--- src/rtl/sfr_pkg.sv ---
// Shared types and constants for the stream find-and-replace block.
// Used by sfr_ctrl, sfr_datapath and stream_find_replace; no dependencies.
package sfr_pkg;

    localparam int MAX_PATTERN     = 8;
    localparam int MAX_REPLACEMENT = 8;
    localparam int CFG_W           = 64;
    localparam int CFG_IDX_W       = 2;

    // configuration register indexes
    localparam logic [CFG_IDX_W-1:0] CFG_PAT_BYTES = 2'd0;
    localparam logic [CFG_IDX_W-1:0] CFG_PAT_LEN   = 2'd1;
    localparam logic [CFG_IDX_W-1:0] CFG_REP_BYTES = 2'd2;
    localparam logic [CFG_IDX_W-1:0] CFG_REP_LEN   = 2'd3;

    // source of an emitted byte
    localparam logic [1:0] EMIT_BUF  = 2'd0;
    localparam logic [1:0] EMIT_REP  = 2'd1;
    localparam logic [1:0] EMIT_BARE = 2'd2;

    typedef struct packed {
        logic       load;       // take the input request into the window
        logic       shift;      // drop the oldest window byte
        logic       clr_cnt;    // window emptied by a match
        logic       rep_start;  // restart replacement byte index
        logic       emit;       // write the output register
        logic [1:0] emit_sel;
        logic       last;
        logic       done;
    } t_cmd;

    typedef struct packed {
        logic pfx;        // window is a prefix of the pattern
        logic pfx_next;   // window without its oldest byte is a prefix
        logic full;       // window length equals pattern length
        logic n_zero;
        logic n_one;
        logic eos;
        logic rlen_zero;
        logic k_last;     // current replacement byte is the last one
        logic slot_free;  // output register can take a result
    } t_sts;

    function automatic logic [3:0] eff_plen(input logic [3:0] len);
        logic [3:0] p;
        p = len;
        if (p == 4'd0) p = 4'd1;
        if (p > 4'(MAX_PATTERN)) p = 4'(MAX_PATTERN);
        return p;
    endfunction

    function automatic logic [3:0] eff_rlen(input logic [3:0] len);
        logic [3:0] r;
        r = len;
        if (r > 4'(MAX_REPLACEMENT)) r = 4'(MAX_REPLACEMENT);
        return r;
    endfunction

endpackage

--- src/rtl/sfr_ctrl.sv ---
// Sequencer for stream find-and-replace: checks, replaces and flushes.
// Depends on sfr_pkg; drives sfr_datapath through t_cmd.
module sfr_ctrl (
    input  logic          i_clk,
    input  logic          i_rst_n,
    input  logic          i_in_valid,
    output logic          o_in_stall,
    input  sfr_pkg::t_sts i_sts,
    output sfr_pkg::t_cmd o_cmd
);
    import sfr_pkg::*;

    localparam logic [1:0] ST_IDLE  = 2'd0;
    localparam logic [1:0] ST_CHECK = 2'd1;
    localparam logic [1:0] ST_REPL  = 2'd2;
    localparam logic [1:0] ST_FLUSH = 2'd3;

    logic [1:0] r_state;
    logic [1:0] n_state;

    assign o_in_stall = (r_state != ST_IDLE);

    always_comb begin
        n_state = r_state;
        o_cmd   = '0;
        unique case (r_state)
            ST_IDLE: begin
                if (i_in_valid) begin
                    o_cmd.load = 1'b1;
                    n_state    = ST_CHECK;
                end
            end
            ST_CHECK: begin
                if (!i_sts.pfx) begin
                    // mismatch: oldest byte leaves as plain data
                    if (i_sts.slot_free) begin
                        o_cmd.emit     = 1'b1;
                        o_cmd.emit_sel = EMIT_BUF;
                        o_cmd.shift    = 1'b1;
                        o_cmd.last     = i_sts.eos ? i_sts.n_one : i_sts.pfx_next;
                        o_cmd.done     = i_sts.eos & i_sts.n_one;
                        if (o_cmd.last) n_state = ST_IDLE;
                    end
                end else if (i_sts.full) begin
                    if (!i_sts.rlen_zero) begin
                        o_cmd.clr_cnt   = 1'b1;
                        o_cmd.rep_start = 1'b1;
                        n_state         = ST_REPL;
                    end else if (i_sts.eos) begin
                        if (i_sts.slot_free) begin
                            o_cmd.clr_cnt  = 1'b1;
                            o_cmd.emit     = 1'b1;
                            o_cmd.emit_sel = EMIT_BARE;
                            o_cmd.last     = 1'b1;
                            o_cmd.done     = 1'b1;
                            n_state        = ST_IDLE;
                        end
                    end else begin
                        o_cmd.clr_cnt = 1'b1;
                        n_state       = ST_IDLE;
                    end
                end else if (i_sts.eos) begin
                    if (!i_sts.n_zero) begin
                        n_state = ST_FLUSH;
                    end else if (i_sts.slot_free) begin
                        o_cmd.emit     = 1'b1;
                        o_cmd.emit_sel = EMIT_BARE;
                        o_cmd.last     = 1'b1;
                        o_cmd.done     = 1'b1;
                        n_state        = ST_IDLE;
                    end
                end else begin
                    n_state = ST_IDLE;  // partial prefix held
                end
            end
            ST_REPL: begin
                if (i_sts.slot_free) begin
                    o_cmd.emit     = 1'b1;
                    o_cmd.emit_sel = EMIT_REP;
                    o_cmd.last     = i_sts.k_last;
                    o_cmd.done     = i_sts.k_last & i_sts.eos;
                    if (i_sts.k_last) n_state = ST_IDLE;
                end
            end
            ST_FLUSH: begin
                if (i_sts.slot_free) begin
                    o_cmd.emit     = 1'b1;
                    o_cmd.emit_sel = EMIT_BUF;
                    o_cmd.shift    = 1'b1;
                    o_cmd.last     = i_sts.n_one;
                    o_cmd.done     = i_sts.n_one;
                    if (i_sts.n_one) n_state = ST_IDLE;
                end
            end
            default: n_state = ST_IDLE;
        endcase
    end

    always_ff @(posedge i_clk) begin
        if (!i_rst_n) begin
            r_state <= ST_IDLE;
        end else begin
            r_state <= n_state;
        end
    end

    a_repl_has_bytes: assert property (@(posedge i_clk) disable iff (!i_rst_n)
        (r_state == ST_REPL) |-> !i_sts.rlen_zero)
        else $error("replacement sequence with empty replacement");

    a_done_is_last: assert property (@(posedge i_clk) disable iff (!i_rst_n)
        (o_cmd.emit && o_cmd.done) |-> o_cmd.last)
        else $error("stream end flagged on a non-final result");

    a_flush_nonempty: assert property (@(posedge i_clk) disable iff (!i_rst_n)
        (r_state == ST_FLUSH) |-> (i_sts.eos && !i_sts.n_zero))
        else $error("flush without held bytes or end of stream");

endmodule

--- src/rtl/sfr_datapath.sv ---
// Window, compare logic, configuration registers and output register.
// Depends on sfr_pkg; commanded by sfr_ctrl.
module sfr_datapath (
    input  logic                        i_clk,
    input  logic                        i_rst_n,
    input  sfr_pkg::t_cmd               i_cmd,
    output sfr_pkg::t_sts               o_sts,
    input  logic                        i_cfg_we,
    input  logic [sfr_pkg::CFG_IDX_W-1:0] i_cfg_index,
    input  logic [sfr_pkg::CFG_W-1:0]   i_cfg_data,
    input  logic [7:0]                  i_data_byte,
    input  logic                        i_end_of_stream,
    output logic                        o_out_valid,
    input  logic                        i_out_stall,
    output logic [7:0]                  o_out_byte,
    output logic                        o_byte_valid,
    output logic                        o_stream_done,
    output logic                        o_run_last
);
    import sfr_pkg::*;

    logic [63:0] r_pat;
    logic [3:0]  r_plen;
    logic [63:0] r_rep;
    logic [3:0]  r_rlen;

    logic [7:0]  r_buf [MAX_PATTERN];
    logic [3:0]  r_n;
    logic        r_eos;
    logic [2:0]  r_k;

    logic [3:0]  plen;
    logic [3:0]  rlen;
    logic [3:0]  held;
    logic        pfx;
    logic        pfx_next;
    logic [7:0]  emit_byte;

    assign plen = eff_plen(r_plen);
    assign rlen = eff_rlen(r_rlen);
    assign held = (r_n > plen - 4'd1) ? plen - 4'd1 : r_n;

    always_comb begin
        pfx      = 1'b1;
        pfx_next = 1'b1;
        for (int i = 0; i < MAX_PATTERN; i++) begin
            if ((4'(i) < r_n) && (r_buf[i] != r_pat[8*i +: 8])) pfx = 1'b0;
        end
        for (int i = 0; i < MAX_PATTERN - 1; i++) begin
            if ((4'(i + 1) < r_n) && (r_buf[i+1] != r_pat[8*i +: 8])) pfx_next = 1'b0;
        end
    end

    assign o_sts.pfx       = pfx;
    assign o_sts.pfx_next  = pfx_next;
    assign o_sts.full      = (r_n == plen);
    assign o_sts.n_zero    = (r_n == 4'd0);
    assign o_sts.n_one     = (r_n == 4'd1);
    assign o_sts.eos       = r_eos;
    assign o_sts.rlen_zero = (rlen == 4'd0);
    assign o_sts.k_last    = ({1'b0, r_k} + 4'd1 == rlen);
    assign o_sts.slot_free = !o_out_valid || !i_out_stall;

    // config registers and held count
    always_ff @(posedge i_clk) begin
        if (!i_rst_n) begin
            r_pat  <= '0;
            r_plen <= 4'd1;
            r_rep  <= '0;
            r_rlen <= 4'd0;
            r_n    <= 4'd0;
        end else begin
            if (i_cfg_we) begin
                unique case (i_cfg_index)
                    CFG_PAT_BYTES: r_pat <= i_cfg_data;
                    CFG_PAT_LEN: begin
                        r_plen <= i_cfg_data[3:0];
                        // shorter pattern drops a window it can no longer hold
                        if (eff_plen(i_cfg_data[3:0]) <= r_n) r_n <= 4'd0;
                    end
                    CFG_REP_BYTES: r_rep <= i_cfg_data;
                    CFG_REP_LEN:   r_rlen <= i_cfg_data[3:0];
                    default: ;
                endcase
            end
            if (i_cmd.load) begin
                r_n <= held + 4'd1;
            end else if (i_cmd.clr_cnt) begin
                r_n <= 4'd0;
            end else if (i_cmd.shift) begin
                r_n <= r_n - 4'd1;
            end
        end
    end

    // window bytes, end flag of the request and replacement byte index
    always_ff @(posedge i_clk) begin
        if (i_cmd.load) begin
            r_eos <= i_end_of_stream;
            for (int i = 0; i < MAX_PATTERN; i++) begin
                if (held == 4'(i)) r_buf[i] <= i_data_byte;
            end
        end else if (i_cmd.shift) begin
            for (int i = 0; i < MAX_PATTERN - 1; i++) r_buf[i] <= r_buf[i+1];
        end
        if (i_cmd.rep_start) begin
            r_k <= 3'd0;
        end else if (i_cmd.emit && i_cmd.emit_sel == EMIT_REP) begin
            r_k <= r_k + 3'd1;
        end
    end

    always_comb begin
        unique case (i_cmd.emit_sel)
            EMIT_BUF: emit_byte = r_buf[0];
            EMIT_REP: emit_byte = r_rep[8*r_k +: 8];
            default:  emit_byte = 8'd0;
        endcase
    end

    // output register
    always_ff @(posedge i_clk) begin
        if (!i_rst_n) begin
            o_out_valid <= 1'b0;
        end else if (i_cmd.emit) begin
            o_out_valid <= 1'b1;
        end else if (!i_out_stall) begin
            o_out_valid <= 1'b0;
        end
    end

    always_ff @(posedge i_clk) begin
        if (i_cmd.emit) begin
            o_out_byte    <= emit_byte;
            o_byte_valid  <= (i_cmd.emit_sel != EMIT_BARE);
            o_stream_done <= i_cmd.done;
            o_run_last    <= i_cmd.last;
        end
    end

    a_count_bound: assert property (@(posedge i_clk) disable iff (!i_rst_n)
        r_n <= 4'(MAX_PATTERN))
        else $error("window count beyond pattern capacity");

    a_emit_slot: assert property (@(posedge i_clk) disable iff (!i_rst_n)
        i_cmd.emit |-> (!o_out_valid || !i_out_stall))
        else $error("result written over a stalled result");

    a_load_nonempty: assert property (@(posedge i_clk) disable iff (!i_rst_n)
        i_cmd.load |=> (r_n != 4'd0))
        else $error("window empty after taking a byte");

endmodule

--- src/rtl/stream_find_replace.sv ---
// Top level of the stream find-and-replace block.
// Depends on sfr_pkg, sfr_ctrl and sfr_datapath.
//
// Replaces every leftmost, non-overlapping occurrence of a 1..8 byte
// pattern in a byte stream by a 0..8 byte replacement; other bytes pass.
// Input channel: i_in_valid / o_in_stall carry one byte plus an end flag.
// Output channel: o_out_valid / i_out_stall carry one result per transfer:
//   o_out_byte, o_byte_valid (0 on a bare end marker), o_stream_done on the
//   final result of the stream, o_run_last on the last result of a request.
// Configuration: i_cfg_we writes register i_cfg_index (0 pattern bytes,
//   1 pattern length, 2 repl. bytes, 3 repl. length); the user must write
//   only while idle, as the block itself does not enforce this.
// Sequencing: an accepted request is loaded into the window and checked;
//   results of a mismatch or a bare end marker leave from the check, while
//   a replacement or an end flush goes on to its own state. The single
//   output register caps the rate at one result a cycle.
// Reset (i_rst_n low, synchronous): window empty, pattern length 1, pattern
//   and replacement zero, replacement length 0, no result pending.
// Stall: a stalled result holds in the output register; the sequencer waits
//   and o_in_stall stays high until the request's results are all written.
module stream_find_replace (
    input  logic                          i_clk,
    input  logic                          i_rst_n,
    input  logic                          i_cfg_we,
    input  logic [sfr_pkg::CFG_IDX_W-1:0] i_cfg_index,
    input  logic [sfr_pkg::CFG_W-1:0]     i_cfg_data,
    input  logic                          i_in_valid,
    output logic                          o_in_stall,
    input  logic [7:0]                    i_data_byte,
    input  logic                          i_end_of_stream,
    output logic                          o_out_valid,
    input  logic                          i_out_stall,
    output logic [7:0]                    o_out_byte,
    output logic                          o_byte_valid,
    output logic                          o_stream_done,
    output logic                          o_run_last
);
    import sfr_pkg::*;

    t_cmd cmd;
    t_sts sts;

    // sequencer: idle / check window / replacement bytes / end flush
    sfr_ctrl u_ctrl (
        .i_clk      (i_clk),
        .i_rst_n    (i_rst_n),
        .i_in_valid (i_in_valid),
        .o_in_stall (o_in_stall),
        .i_sts      (sts),
        .o_cmd      (cmd)
    );

    // window, pattern compare, config and the output register
    sfr_datapath u_dp (
        .i_clk           (i_clk),
        .i_rst_n         (i_rst_n),
        .i_cmd           (cmd),
        .o_sts           (sts),
        .i_cfg_we        (i_cfg_we),
        .i_cfg_index     (i_cfg_index),
        .i_cfg_data      (i_cfg_data),
        .i_data_byte     (i_data_byte),
        .i_end_of_stream (i_end_of_stream),
        .o_out_valid     (o_out_valid),
        .i_out_stall     (i_out_stall),
        .o_out_byte      (o_out_byte),
        .o_byte_valid    (o_byte_valid),
        .o_stream_done   (o_stream_done),
        .o_run_last      (o_run_last)
    );

endmodule
--- config.mk ---
export PLATFORM = sky130hd
export DESIGN_NAME = stream_find_replace
export DESIGN_NICKNAME = d
export VERILOG_FILES = /design/src/rtl/sfr_pkg.sv /design/src/rtl/sfr_ctrl.sv /design/src/rtl/sfr_datapath.sv /design/src/rtl/stream_find_replace.sv
export SDC_FILE = /design/constraint.sdc
export NUM_CORES = 1
export LEC_CHECK = 0
export ABC_AREA = 1
export BUFFER_PORTS_ARGS = -buffer_cell sky130_fd_sc_hd__buf_4
export CAP_MARGIN = 20
export CORE_MARGIN = 1
export CORE_UTILIZATION = 45
export CTS_CLUSTER_SIZE = 14
export DETAILED_ROUTE_END_ITERATION = 6
export SLEW_MARGIN = 30
export SYNTH_ARGS = -nofsm -noshare
export SYNTH_HDL_FRONTEND = slang
export SYNTH_SLANG_ARGS = --single-unit
--- constraint.sdc ---
create_clock -name i_clk -period 4.5 [get_ports i_clk]
set_clock_uncertainty 0.1 [all_clocks]
set_input_delay 0.675 -clock i_clk [delete_from_list [all_inputs] [get_ports i_clk]]
set_output_delay 0.675 -clock i_clk [all_outputs]
set_load 0.005 [all_outputs]
# Word level (Yosys, flattened, before mapping)
# Memories as Yosys holds them, arrays and structs flattened.
# Cells that the tools add are included.
[op_classes]
muxes = 111
n_mul = 0
div = 0
n_addsub = 5
eq_ne = 41
n_shift = 1
order_cmp = 13
n_reduce_logical = 38
bitwise = 9
[ops]
columns = ["cell", "n"]
rows = [
  ["$ne A8 B8 Y1", 15],
  ["$mux W4", 18],
  ["$mux W8", 8],
  ["$shiftx A64 B7 Y8", 1],
  ["$mux W1", 53],
  ["$mux W5", 10],
  ["$mux W2", 17],
  ["$logic_not A4 Y1", 5],
  ["$eq A4 B3 Y1 const B", 4],
  ["$logic_and A1 B1 Y1", 16],
  ["$lt A3 B4 Y1 const A", 4],
  ["$pmux W8 S2", 1],
  ["$pmux W5 S3", 1],
  ["$gt A4 B4 Y1 const B", 3],
  ["$reduce_bool A4 Y1", 3],
  ["$eq A2 B2 Y1 const B", 4],
  ["$eq A4 B1 Y1 const B", 2],
  ["$eq A4 B2 Y1 const B", 2],
  ["$eq A4 B4 Y1", 2],
  ["$lt A1 B4 Y1 const A", 2],
  ["$lt A2 B4 Y1 const A", 2],
  ["$ne A2 B2 Y1 const B", 4],
  ["$pmux W2 S4", 1],
  ["$reduce_and A2 Y1", 4],
  ["other kinds (21)", 36],
]
[totals]
ff_bits = 158
latch_bits = 0
output_inout_bits = 13
mem_bits_rw = 64
memories = 1
romBits = 0
[memory_table]
columns = ["name", "words", "word_bits", "rd", "rd_ports_with_merged_regs", "wr", "line_no", "rtl"]
rows = [
  ["u_dp.r_buf", 8, 8, 8, 0, 7, "sfr_datapath.sv:27", "logic [7:0] r_buf [MAX_PATTERN];"],
]

# Longest topological paths before layout
# Gate-level depths: netlist of the first run.
[depth]
ltp_word = 17
mapped_depth = 22
ltp_nobuf = 21

# By module
# From an unflattened synthesis of the first run, not the netlist that was laid out.
[unflattened]
cells_unflattened = 1465
hier_area_um2 = 11496.0
[modules_own_cells]
columns = ["module", "cells_each", "seq_area_each_um2", "n_inst", "area_per_inst_um2"]
rows = [
  ["sfr_datapath", 1395, 5165.0, 1, 11165.7],
  ["sfr_ctrl", 70, 40.0, 1, 330.3],
]

# Least setup slack after synthesis of the first run
# No wires, ideal clock.
[synth_timing]
path_type = "register to register"
from = "register u_dp.r_plen[2]"
to = "memory u_dp.r_buf[4][0], in the netlist u_dp.r_buf[1][0] (enable)"
n_path_buf = 2
setup_time_ps = 343
arrival_ps = 3185
synth_period_minus_slack_ps = 3628
stages_incl_launch_ff = 21
t_required_ps = 4057
slack_ps = 872
path_cell_list = "dfxtp_1 inv_1 nand2_1 a21oi_1 inv_1 ha_1 xor2_1 ha_1 nand2_1 o21ai_1 nand2_1 o21ai_1 inv_1 ha_1 nand2_1 inv_1 o21ai_1 nand3_4 buf_6 buf_6 o21ai_2"
[synth_rtl]
columns = ["element", "line_no", "rtl"]
rows = [
  ["start, declared", "sfr_datapath.sv:23", "logic [3:0] r_plen;"],
  ["start signal, assigned", "sfr_datapath.sv:77", "r_plen <= i_cfg_data[3:0];"],
  ["end, declared", "sfr_datapath.sv:27", ""],
]

==> impl_metrics.py, run 1 <==
metrics = {
    "status": {
        "status": "complete, no violations",
    },
    "routing": {
        "ant_nets": 0,
        "firstDrtPassIters": 5,
        "routed_via_density": 5.21,
        "totalWireLength_microns": 33500,
        "vias": 10100,
        "wl_met2_microns": 15700,
        "wl_per_cell_microns": 17.2,
        "drt-met1-wl_microns": 15300,
        "drt_iter0_drc": 771,
        "topRoutingLayerUsed": "met4",
        "wl_met3_microns": 1690,
        "route.detailed.drc": 0,
    },
    "clock_tree": {
        "cts_hold_buf": 0,
        "post_cts_resize_count": 0,
        "htreeDepth": 1,
        "clock-root-buffer": "clkbuf_16",
        "clock-sinks": 222,
        "cts_buffers": 25,
        "post_cts_buffers": 0,
        "clockBufferDepth": 3,
        "cts_tree": "done",
        "clk_latency_ns": 0.52,
        "clk_pin_slew_worst_paths_ns": 0.06,
    },
    "sta": {
        "fmax_mhz": 259,
        "fin_crit_sh_pct": 85.9,
        "hold_viol": 0,
        "slew_headroom_pct": 35.9,
        "worstMarginPinSlew_ns": 0.962,
        "finalSetupViolCount": 0,
        "drv_slew": 0,
        "rsz0062_at_grt": "no",
        "period_needed_ns": 3.87,
        "tns_ns": 0,
    },
    "placed_design": {
        "port_buffers": 92,
        "gp_congestion": 0.936,
        "dp.cells": 1903,
        "place_area_sq_um": 12500,
        "post-dp-hpwl_microns": 24700,
    },
    "synth": {
        "synth_mux_area_share_pct": 0,
        "synth_edf_count": 76,
        "ys.flop_type": "dfxtp_1",
        "yosys-top-cells-area": "dfxtp_1 (25%), edfxtp_1 (20%), nor2_1 (9.6%), o21ai_0 (9.5%), nand2_1 (9.4%)",
        "syn_avg_cell_area_sq_um": 7.50,
        "synth-adder-area-share_pct": 1.85,
        "synth_xor_area_share_pct": 6.17,
        "synthCells": 1532,
        "post-synth-top-count-cell": "nor2_1",
        "synth-simple-area-share_pct": 23.6,
        "syn_nets": 1629,
        "yosysTopAreaCellShare_pct": 25.4,
        "netlist_area_sq_um": 11500,
        "yosys.area.top_type": "dfxtp_1",
        "synth_seq_cells": 222,
        "synth_top_family_by_area": "simple AND/OR/NAND/NOR gates",
        "async_reset_ff_share_pct": 0,
        "synth-compound-area-share_pct": 15.8,
        "synth.distinct_cells": 39,
        "ys_warn_count": 0,
        "ys_seq_area_share_pct": 45.3,
        "synth_common_cells": "nor2_1 (295), nand2_1 (288), o21ai_0 (219)",
    },
    "global_route": {
        "antenna_found_initial": 0,
        "grt_first_pass_wirelength_microns": 52300,
        "grt-ovfl-total": 0,
        "grt_start_max_net_pins": 109,
        "grt_pass1_vias": 9435,
        "grt_usage_pct": 25.8,
    },
    "job": {
        "drv_cap": 0,
    },
    "worst_setup_path": {
        "critPathKind": "reg2reg",
        "crit_path_end_kind": "flop",
        "cp_max_fo": 78,
        "critical_path_required_ns": 4.64,
        "crit_arrival_ns": 4.01,
        "crit_path_start_kind": "flop",
    },
    "cells_and_area": {
        "diodes": 0,
        "areaGrowthSynthToFinish_pct": 15.5,
        "fin_cells": 1948,
        "drive_above_1_share_pct": 12.2,
        "fillers": 2495,
        "finalInstanceArea_sq_um": 13300,
        "nets": 1697,
    },
    "floorplan": {
        "die_w_microns": 162,
        "dieArea_sq_um": 26200,
        "die_h_microns": 162,
        "core_sq_um": 25100,
        "row_count": 58,
        "pin_count": 93,
        "start_util_pct": 45.8,
    },
    "power_and_ir_drop": {
        "power_leakage_nw": 5.78,
        "powerDensity_nw_per_um2": 614,
        "vdd_ir_drop_max_mv": 0.325,
    },
    "hold_path": {
        "hold_class": "in2reg",
    },
}
-- area by class of cell --
| class | count | area, sq um | share of cell area [%] |
|---|---|---|---|
| clock inverter | 5 | 25.0 | 0.189 |
| sequential | 222 | 5200 | 39.2 |
| tap | 330 | 413 | 3.11 |
| multi-input combinational | 1103 | 5470 | 41.2 |
| timing repair buffer | 108 | 836 | 6.30 |
| inverter | 140 | 533 | 4.02 |
| clock buffer | 40 | 796 | 5.99 |
-- power by group --
part | internal, mW | total (mW) | switching [mW]
clock network | 1.21 | 2.02 | 0.817
registers | 2.73 | 3.21 | 0.479
logic | 1.09 | 2.91 | 1.82
-- sequential cells by signal (all words and copies together), names as in the netlist --
signal and count:
u_dp.o_byte_valid 1, u_dp.o_out_byte 8, u_dp.r_rlen 4, u_dp.r_k 3, u_dp.r_rep 64, u_dp.r_n 4
u_dp.r_eos 1, u_dp.r_plen 4, u_dp.o_stream_done 1, u_dp.o_out_valid 1, u_dp.r_buf 64, u_ctrl.r_state 2
u_dp.o_run_last 1, u_dp.r_pat 64
-- metrics by stage --
stage	utilization (%)	setup slack (ns)	total power, mW	hold slack (ns)
2_1_floorplan	-	0.872	5.25	0.344
4_1_cts	52.9	0.686	8.16	0.230
5_1_grt	52.9	0.221	8.68	0.233
6_report	52.9	0.632	8.15	0.243
3_5_place_dp	49.6	0.705	6.14	0.369
3_3_place_gp	49.6	0.774	6.09	0.367
-- worst paths after layout --
kind         cells past startpoint             from  slack, ns                end
max                             18   u_dp.r_plen[1]       0.63  u_dp.r_buf[0][12]
min reg2reg                      2   u_dp.r_pat[63]       0.38     u_dp.r_pat[63]
min                              1  i_end_of_stream       0.24         u_dp.r_eos
max reg2reg                     18   u_dp.r_plen[1]       0.63  u_dp.r_buf[0][12]
-- critical path: stages, from the launching register on --
cell,delay [ns]
dfxtp_1,0.32
inv_1,0.07
nand2_1,0.06
a21oi_1,0.20
inv_1,0.09
ha_1,0.21
xor2_1,0.19
ha_1,0.30
nand2_1,0.05
o21ai_1,0.13
nand2_1,0.16
o21ai_0,0.51
ha_1,0.28
inv_1,0.05
nor2_1,0.15
o21ai_1,0.13
nand3_4,0.12
buf_12,0.28
o21ai_0,0.12
-- cell usage in the layout, fill, tap and decap left out, drive strengths merged --
cell      n
inv     138
clkbuf   40
a21boi    2
xor2      9
o21bai    2
conb      1
nand4    12
buf     108
a21oi    53
nor2    302
a31oi     2
o22ai     2
o211ai    2
nor3      4
o21ai   251
a32oi     1
a211oi    2
nand3    38
edfxtp   76
xnor2    72
clkinv    7
o221ai   16
dfxtp   146
nor4      1
ha       17
or2      14
o2111a    1
nand2   299
-- cells by family (layout without fill, tap and decap cells) --
kind of cell | count (synthesis) | count (layout)
adders and majority gates | 17 | 17
DFF | 222 | 222
buffers and inverters | 207 | 293
AOI/OAI and AO/OA | 334 | 334
and+or+nand+nor | 670 | 670
xor gates and xnor gates | 81 | 81
other | 1 | 1
-- layer usage --
layer / track usage (%) / up-vias
met3: 3.17 / 42
met1: 34.9 / 4691
met2: 43.0 / 301
met4: 7.55 / 0
li1: - / 5108
met5: 0 / -
Note: power is estimated with default switching activity, not from simulation.
==> run 2: changes to the inputs <==
--- a/config.mk
+++ b/config.mk
@@ -5,7 +5,6 @@
 export SDC_FILE = /design/constraint.sdc
 export NUM_CORES = 1
 export LEC_CHECK = 0
-export ABC_AREA = 1
 export BUFFER_PORTS_ARGS = -buffer_cell sky130_fd_sc_hd__buf_4
 export CAP_MARGIN = 20
 export CORE_MARGIN = 1
@@ -15,4 +14,5 @@
 export SLEW_MARGIN = 30
 export SYNTH_ARGS = -nofsm -noshare
 export SYNTH_HDL_FRONTEND = slang
+export SYNTH_HIERARCHICAL = 1
 export SYNTH_SLANG_ARGS = --single-unit
==> run 2 against run 1 <==
Effect of this change:
- highest routed layer unchanged
- die area rose by 0.48%
- first-iteration DRC count up 4.3%
- sequential cell count did not move
- hold slack improved by 0.015 ns
- combinational power decreased by 7%
- fmax down 7.2%
- core utilization is essentially flat
- register-to-register slack got worse by 0.30 ns
==> impl_metrics.py, run 2 <==
metrics = {
    "cells_and_area": {
        "layout_commonest_cell": "nand2_1",
        "fin_cells": 1608,
        "multi_input_comb_area_sq_um": 6010,
        "fillers": 2315,
        "seqCellArea_sq_um": 5200,
        "reg.largest.list": "u_dp/r_buf (64), u_dp/r_pat (64), u_dp/r_rep (64)",
        "nets": 1356,
        "diodes": 0,
        "areaGrowthSynthToFinish_pct": 15.2,
        "drive_above_1_share_pct": 17.6,
        "layout_common_cells": "nand2_1 (279), dfxtp_1 (146), a21boi_0 (131), buf_4 (105), edfxtp_1 (76)",
    },
    "clock_tree": {
        "cts_hold_buf": 0,
        "clk_latency_ns": 0.52,
        "clock-sinks": 222,
        "clk_pin_slew_worst_paths_ns": 0.06,
        "clock-root-buffer": "clkbuf_16",
        "post_cts_buffers": 0,
        "htreeDepth": 1,
        "cts_tree": "done",
        "cts_buffers": 25,
        "post_cts_resize_count": 0,
        "clockBufferDepth": 3,
    },
    "placed_design": {
        "dp.cells": 1562,
        "port_buffers": 92,
        "gp_congestion": 0.887,
        "post-dp-hpwl_microns": 24100,
    },
    "sta": {
        "fmax_mhz": 240,
        "hold_viol": 0,
        "drv_slew": 0,
        "worstMarginPinSlew_ns": 0.924,
        "tns_ns": 0,
        "slew_headroom_pct": 38.3,
        "fin_crit_sh_pct": 92.6,
        "rsz0062_at_grt": "no",
        "period_needed_ns": 4.17,
        "finalSetupViolCount": 0,
    },
    "routing": {
        "wl_per_cell_microns": 20.6,
        "totalWireLength_microns": 33100,
        "firstDrtPassIters": 5,
        "vias": 8839,
        "ant_nets": 0,
        "route.detailed.drc": 0,
        "routed_via_density": 5.50,
        "drt_iter0_drc": 804,
    },
    "worst_setup_path": {
        "cp.depth": 15,
        "crit_arrival_ns": 4.34,
        "crit_buf_inv": 3,
        "path_common_cell": "ha_1",
        "r2r-start": "u_dp/r_plen[2]",
        "crit_path_end_kind": "flop",
        "max_stage_delay_ns": 0.43,
        "crit_start": "u_dp/r_plen[2]",
        "slowest_stage": "mux2i_1",
        "critical_path_required_ns": 4.68,
        "cp_max_fo": 47,
        "ff2ff_setup_slack_ns": 0.33,
        "crit_path_start_kind": "flop",
        "critPathKind": "reg2reg",
        "reg2regPathDepth": 15,
        "r2r_end": "u_dp/r_buf[0][19]",
        "endpoint": "u_dp/r_buf[0][19]",
        "critical_path.top_delay_family": "compound AO/OA/AOI/OAI gates",
        "cp_cell_sequence": "nor2_1, o21bai_1, ha_1, xnor2_2, ha_1, and4_1, a21oi_4, mux2i_1, inv_1, ha_1, o31ai_1, buf_4, o21ai_4, buf_12, mux2_4",
    },
    "synth": {
        "synth_common_cells": "nand2_1 (279), dfxtp_1 (146), a21boi_0 (131)",
        "async_reset_ff_share_pct": 0,
        "netlist_area_sq_um": 11600,
        "ys.flop_type": "dfxtp_1",
        "syn_nets": 1291,
        "synth.distinct_cells": 61,
        "post-synth-top-count-cell": "nand2_1",
        "synth_seq_cells": 222,
        "ys_warn_count": 6,
        "synth_edf_count": 76,
        "yosys.area.top_type": "dfxtp_1",
        "yosysTopAreaCellShare_pct": 25.3,
        "ys_seq_area_share_pct": 45.1,
        "yosys-top-cells-area": "dfxtp_1 (25%), edfxtp_1 (20%), nand2_1 (9.1%), a21boi_0 (8.5%), xor2_1 (5.7%)",
        "synthCells": 1194,
        "syn_avg_cell_area_sq_um": 9.68,
    },
    "global_route": {
        "grt_start_max_net_pins": 118,
        "grt_pass1_vias": 8318,
        "grt-ovfl-total": 0,
        "antenna_found_initial": 0,
        "grt_usage_pct": 25.2,
        "grt_first_pass_wirelength_microns": 50400,
    },
    "floorplan": {
        "start_util_pct": 45.9,
        "die_h_microns": 162,
        "core_sq_um": 25200,
        "die_w_microns": 162,
        "pin_count": 93,
        "row_count": 58,
        "dieArea_sq_um": 26300,
    },
    "power_and_ir_drop": {
        "vdd_ir_drop_max_mv": 0.356,
        "power_leakage_nw": 4.96,
        "powerDensity_nw_per_um2": 582,
    },
    "hold_path": {
        "hold_class": "in2reg",
    },
    "status": {
        "status": "complete, no violations",
    },
    "job": {
        "drv_cap": 0,
    },
}
-- run 2: final cells by class --
type	instances	share of cell area (%)
clock buffer	38	5.68
clock inverter	8	0.508
inverter	10	0.282
multi-input combinational	893	45.2
sequential	222	39.1
tap	330	3.10
timing repair buffer	107	6.16
-- run 2: power by group --
| group | internal [mW] | leakage (nW) | switching, mW |
|---|---|---|---|
| clock network | 1.21 | 0.406 | 0.819 |
| logic | 1.19 | 2.66 | 1.52 |
| registers | 2.60 | 1.89 | 0.414 |
-- run 2: worst min-delay path by stage --
stage	from	slack, ns	cells past startpoint	endpoint
floorplan	u_dp/r_rep[40]	0.34	2	u_dp/r_rep[40]
finish	i_end_of_stream	0.26	1	u_dp/r_eos
detailed placement	u_dp/r_rep[46]	0.36	2	u_dp/r_rep[46]
global route	i_end_of_stream	0.25	1	u_dp/r_eos
global placement	u_dp/r_rep[59]	0.35	2	u_dp/r_rep[59]
CTS	i_end_of_stream	0.25	1	u_dp/r_eos
-- run 2: layer usage --
layer | vias up | track usage [%] | part of all wire [%]
met4 | 0 | 6.35 | 1.8
met3 | 36 | 2.81 | 6.0
li1 | 4268 | - | -
met1 | 4242 | 37.4 | 48
met2 | 293 | 38.8 | 44
met5 | - | 0 | 0
-- run 2: cells by family after synthesis --
group / count (synthesis) / synth area share [%]
AOI/OAI and AO/OA: 236 / 14.6
xor gates and xnor gates: 130 / 9.92
adders and majority gates: 17 / 1.84
buffers and inverters: 79 / 3.02
DFF: 222 / 45.1
muxes: 79 / 9.01
other: 1 / 0.0325
and+or+nand+nor: 430 / 16.5
-- run 2: worst reg2reg max path, stage by stage, from the launching register on --
cell,delay [ns]
dfxtp_1,0.38
nor2_1,0.05
o21bai_1,0.30
ha_1,0.26
xnor2_2,0.18
ha_1,0.31
and4_1,0.18
a21oi_4,0.28
mux2i_1,0.44
inv_1,0.13
ha_1,0.26
o31ai_1,0.25
buf_4,0.17
o21ai_4,0.06
buf_12,0.21
mux2_4,0.36
-- run 2: per-stage QoR --
| stage | worst slack, ns | hold slack [ns] | power, mW | cell area, sq um | utilization, % |
|---|---|---|---|---|---|
| after floorplan | 0.409 | 0.340 | 4.89 | 11600 | - |
| after global placement | 0.479 | 0.346 | 5.69 | 12500 | 49.6 |
| after detailed placement | 0.381 | 0.355 | 5.72 | 12500 | 49.6 |
| after CTS | 0.355 | 0.247 | 7.76 | 13300 | 52.9 |
| after global routing | 0.0630 | 0.249 | 8.14 | 13300 | 52.9 |
| final | 0.335 | 0.258 | 7.75 | 13300 | 52.9 |
==> run 3: changes to the inputs <==
--- a/config.mk
+++ b/config.mk
@@ -7,10 +7,11 @@
 export LEC_CHECK = 0
 export BUFFER_PORTS_ARGS = -buffer_cell sky130_fd_sc_hd__buf_4
 export CAP_MARGIN = 20
-export CORE_MARGIN = 1
+export CORE_MARGIN = 2
 export CORE_UTILIZATION = 45
 export CTS_CLUSTER_SIZE = 14
 export DETAILED_ROUTE_END_ITERATION = 6
+export PLACE_DENSITY = 0.75
 export SLEW_MARGIN = 30
 export SYNTH_ARGS = -nofsm -noshare
 export SYNTH_HDL_FRONTEND = slang
==> run 3 against run 2 <==
Effect of this change:
- sequential share of layout area increased by 0.074 points
- design area decreased by 0.19%
- sequential cell count unchanged
- die area grew 2.5%
- clock-buffer cell count is 2 higher
- sequential power is essentially flat
- first-iteration DRC count up 27%
- fmax down 2.1%
- highest routed layer unchanged
==> impl_metrics.py, run 3 (synthesis gave the netlist of run 2 again) <==
metrics = {
    "cells_and_area": {
        "fin_cells": 1605,
        "drive_above_1_share_pct": 17.4,
        "finalInstanceArea_sq_um": 13300,
        "layout_common_cells": "nand2_1 (279), dfxtp_1 (146), a21boi_0 (131), buf_4 (105), edfxtp_1 (76)",
        "nets": 1354,
        "reg.largest.list": "u_dp/r_buf (64), u_dp/r_pat (64), u_dp/r_rep (64)",
        "diodes": 0,
        "fillers": 2258,
        "areaGrowthSynthToFinish_pct": 15.0,
        "layout_commonest_cell": "nand2_1",
        "post-route-util_pct": 52.8,
    },
    "power_and_ir_drop": {
        "power_leakage_nw": 4.94,
        "vdd_ir_drop_max_mv": 0.324,
        "powerDensity_nw_per_um2": 581,
        "seqPwrFrac_pct": 38.8,
        "combPwrFrac_pct": 35.3,
        "p_int_mw": 5.00,
        "p_clk_share_pct": 25.9,
        "switching_share_pct": 35.3,
        "total_power_mw": 7.72,
        "switchingPower_mw": 2.72,
    },
    "placed_design": {
        "gp_congestion": 0.938,
        "dp.cells": 1561,
        "port_buffers": 92,
        "post-dp-hpwl_microns": 22900,
        "place_area_sq_um": 12500,
    },
    "worst_setup_path": {
        "endpoint": "u_dp/r_buf[0][29]",
        "critPathKind": "reg2reg",
        "crit_arrival_ns": 4.42,
        "crit_path_start_kind": "flop",
        "r2r-start": "u_dp/r_plen[2]",
        "reg2regPathDepth": 15,
        "ff2ff_setup_slack_ns": 0.24,
        "crit_path_end_kind": "flop",
        "critical_path_required_ns": 4.66,
        "cp_max_fo": 48,
        "r2r_end": "u_dp/r_buf[0][29]",
        "crit_start": "u_dp/r_plen[2]",
    },
    "global_route": {
        "grt_start_max_net_pins": 108,
        "grt_pass1_vias": 8432,
        "grt-ovfl-total": 0,
        "antenna_found_initial": 0,
        "grt_usage_pct": 22.9,
        "grt_first_pass_wirelength_microns": 47800,
    },
    "sta": {
        "worstMarginPinSlew_ns": 0.916,
        "finalSetupViolCount": 0,
        "fmax_mhz": 235,
        "hold_viol": 0,
        "fin_crit_sh_pct": 94.6,
        "tns_ns": 0,
        "drv_slew": 0,
        "slew_headroom_pct": 38.9,
        "period_needed_ns": 4.26,
        "rsz0062_at_grt": "no",
    },
    "floorplan": {
        "core_sq_um": 25200,
        "dieArea_sq_um": 27000,
        "die_w_microns": 164,
        "row_count": 58,
        "die_h_microns": 164,
        "start_util_pct": 45.9,
        "pin_count": 93,
    },
    "clock_tree": {
        "clockBufferDepth": 3,
        "clk_pin_slew_worst_paths_ns": 0.06,
        "clock-sinks": 222,
        "clock-root-buffer": "clkbuf_16",
        "cts_tree": "done",
        "post_cts_buffers": 0,
        "cts_hold_buf": 0,
        "cts_buffers": 24,
        "htreeDepth": 1,
        "post_cts_resize_count": 0,
        "clk_latency_ns": 0.51,
    },
    "status": {
        "status": "complete, no violations",
    },
    "routing": {
        "totalWireLength_microns": 31400,
        "route.detailed.drc": 0,
        "wl_per_cell_microns": 19.6,
        "ant_nets": 0,
        "routed_via_density": 5.59,
        "vias": 8969,
        "firstDrtPassIters": 5,
        "drt_iter0_drc": 1023,
    },
    "job": {
        "drv_cap": 0,
    },
    "hold_path": {
        "hold_class": "in2reg",
    },
}
run 3: through the flow:
| step | setup slack (ns) | hold slack [ns] |
|---|---|---|
| 5_1_grt | 0.0498 | 0.215 |
| 3_3_place_gp | 0.404 | 0.347 |
| 3_5_place_dp | 0.218 | 0.356 |
| 4_1_cts | 0.170 | 0.222 |
| 6_report | 0.244 | 0.234 |
| 2_1_floorplan | 0.409 | 0.340 |
run 3: power by group through the flow:
stage	Sequential (mW)	Combinational (mW)	Clock (mW)
finish	3.00	2.72	2.00
global route	3.03	2.94	2.10
CTS	2.99	2.68	2.03
detailed placement	3.03	2.65	0
global placement	3.03	2.59	0
floorplan	2.86	2.03	0
run 3: how the worst min path moves through the flow:
stage,start,end,cells past startpoint
CTS,i_end_of_stream,u_dp/r_eos,1
global route,i_end_of_stream,u_dp/r_eos,1
floorplan,u_dp/r_rep[40],u_dp/r_rep[40],2
detailed placement,u_dp/r_rep[48],u_dp/r_rep[48],2
finish,i_end_of_stream,u_dp/r_eos,1
global placement,u_dp/r_rep[7],u_dp/r_rep[7],2
run 3: layout make-up:
| type | instances | area, sq um | area share, % |
|---|---|---|---|
| Tap cell | 330 | 413 | 3.11 |
| Multi-Input combinational cell | 893 | 6010 | 45.3 |
| Clock inverter | 4 | 51.3 | 0.386 |
| Timing Repair Buffer | 106 | 808 | 6.08 |
| Sequential cell | 222 | 5200 | 39.2 |
| Inverter | 10 | 37.5 | 0.282 |
| Clock buffer | 40 | 758 | 5.71 |
run 3: critical path, stage by stage (launching register included):
cell and delay (ns):
dfxtp_1 0.40, nor2_1 0.06, o21bai_1 0.29, ha_1 0.27, xnor2_2 0.19, ha_1 0.33
and4_1 0.19, a21oi_4 0.27, mux2i_1 0.43, inv_1 0.13, ha_1 0.26, o31ai_1 0.27
buf_4 0.18, o21ai_4 0.06, buf_12 0.21, mux2_4 0.33
run 3: per-layer routing:
layer / global-route usage [%] / share of wire, % / up-vias
met1: 31.8 / 44 / 4355
met4: 5.22 / 1.8 / 0
li1: - / - / 4260
met3: 3.13 / 6.6 / 36
met5: 0 / 0 / -
met2: 37.9 / 47 / 318
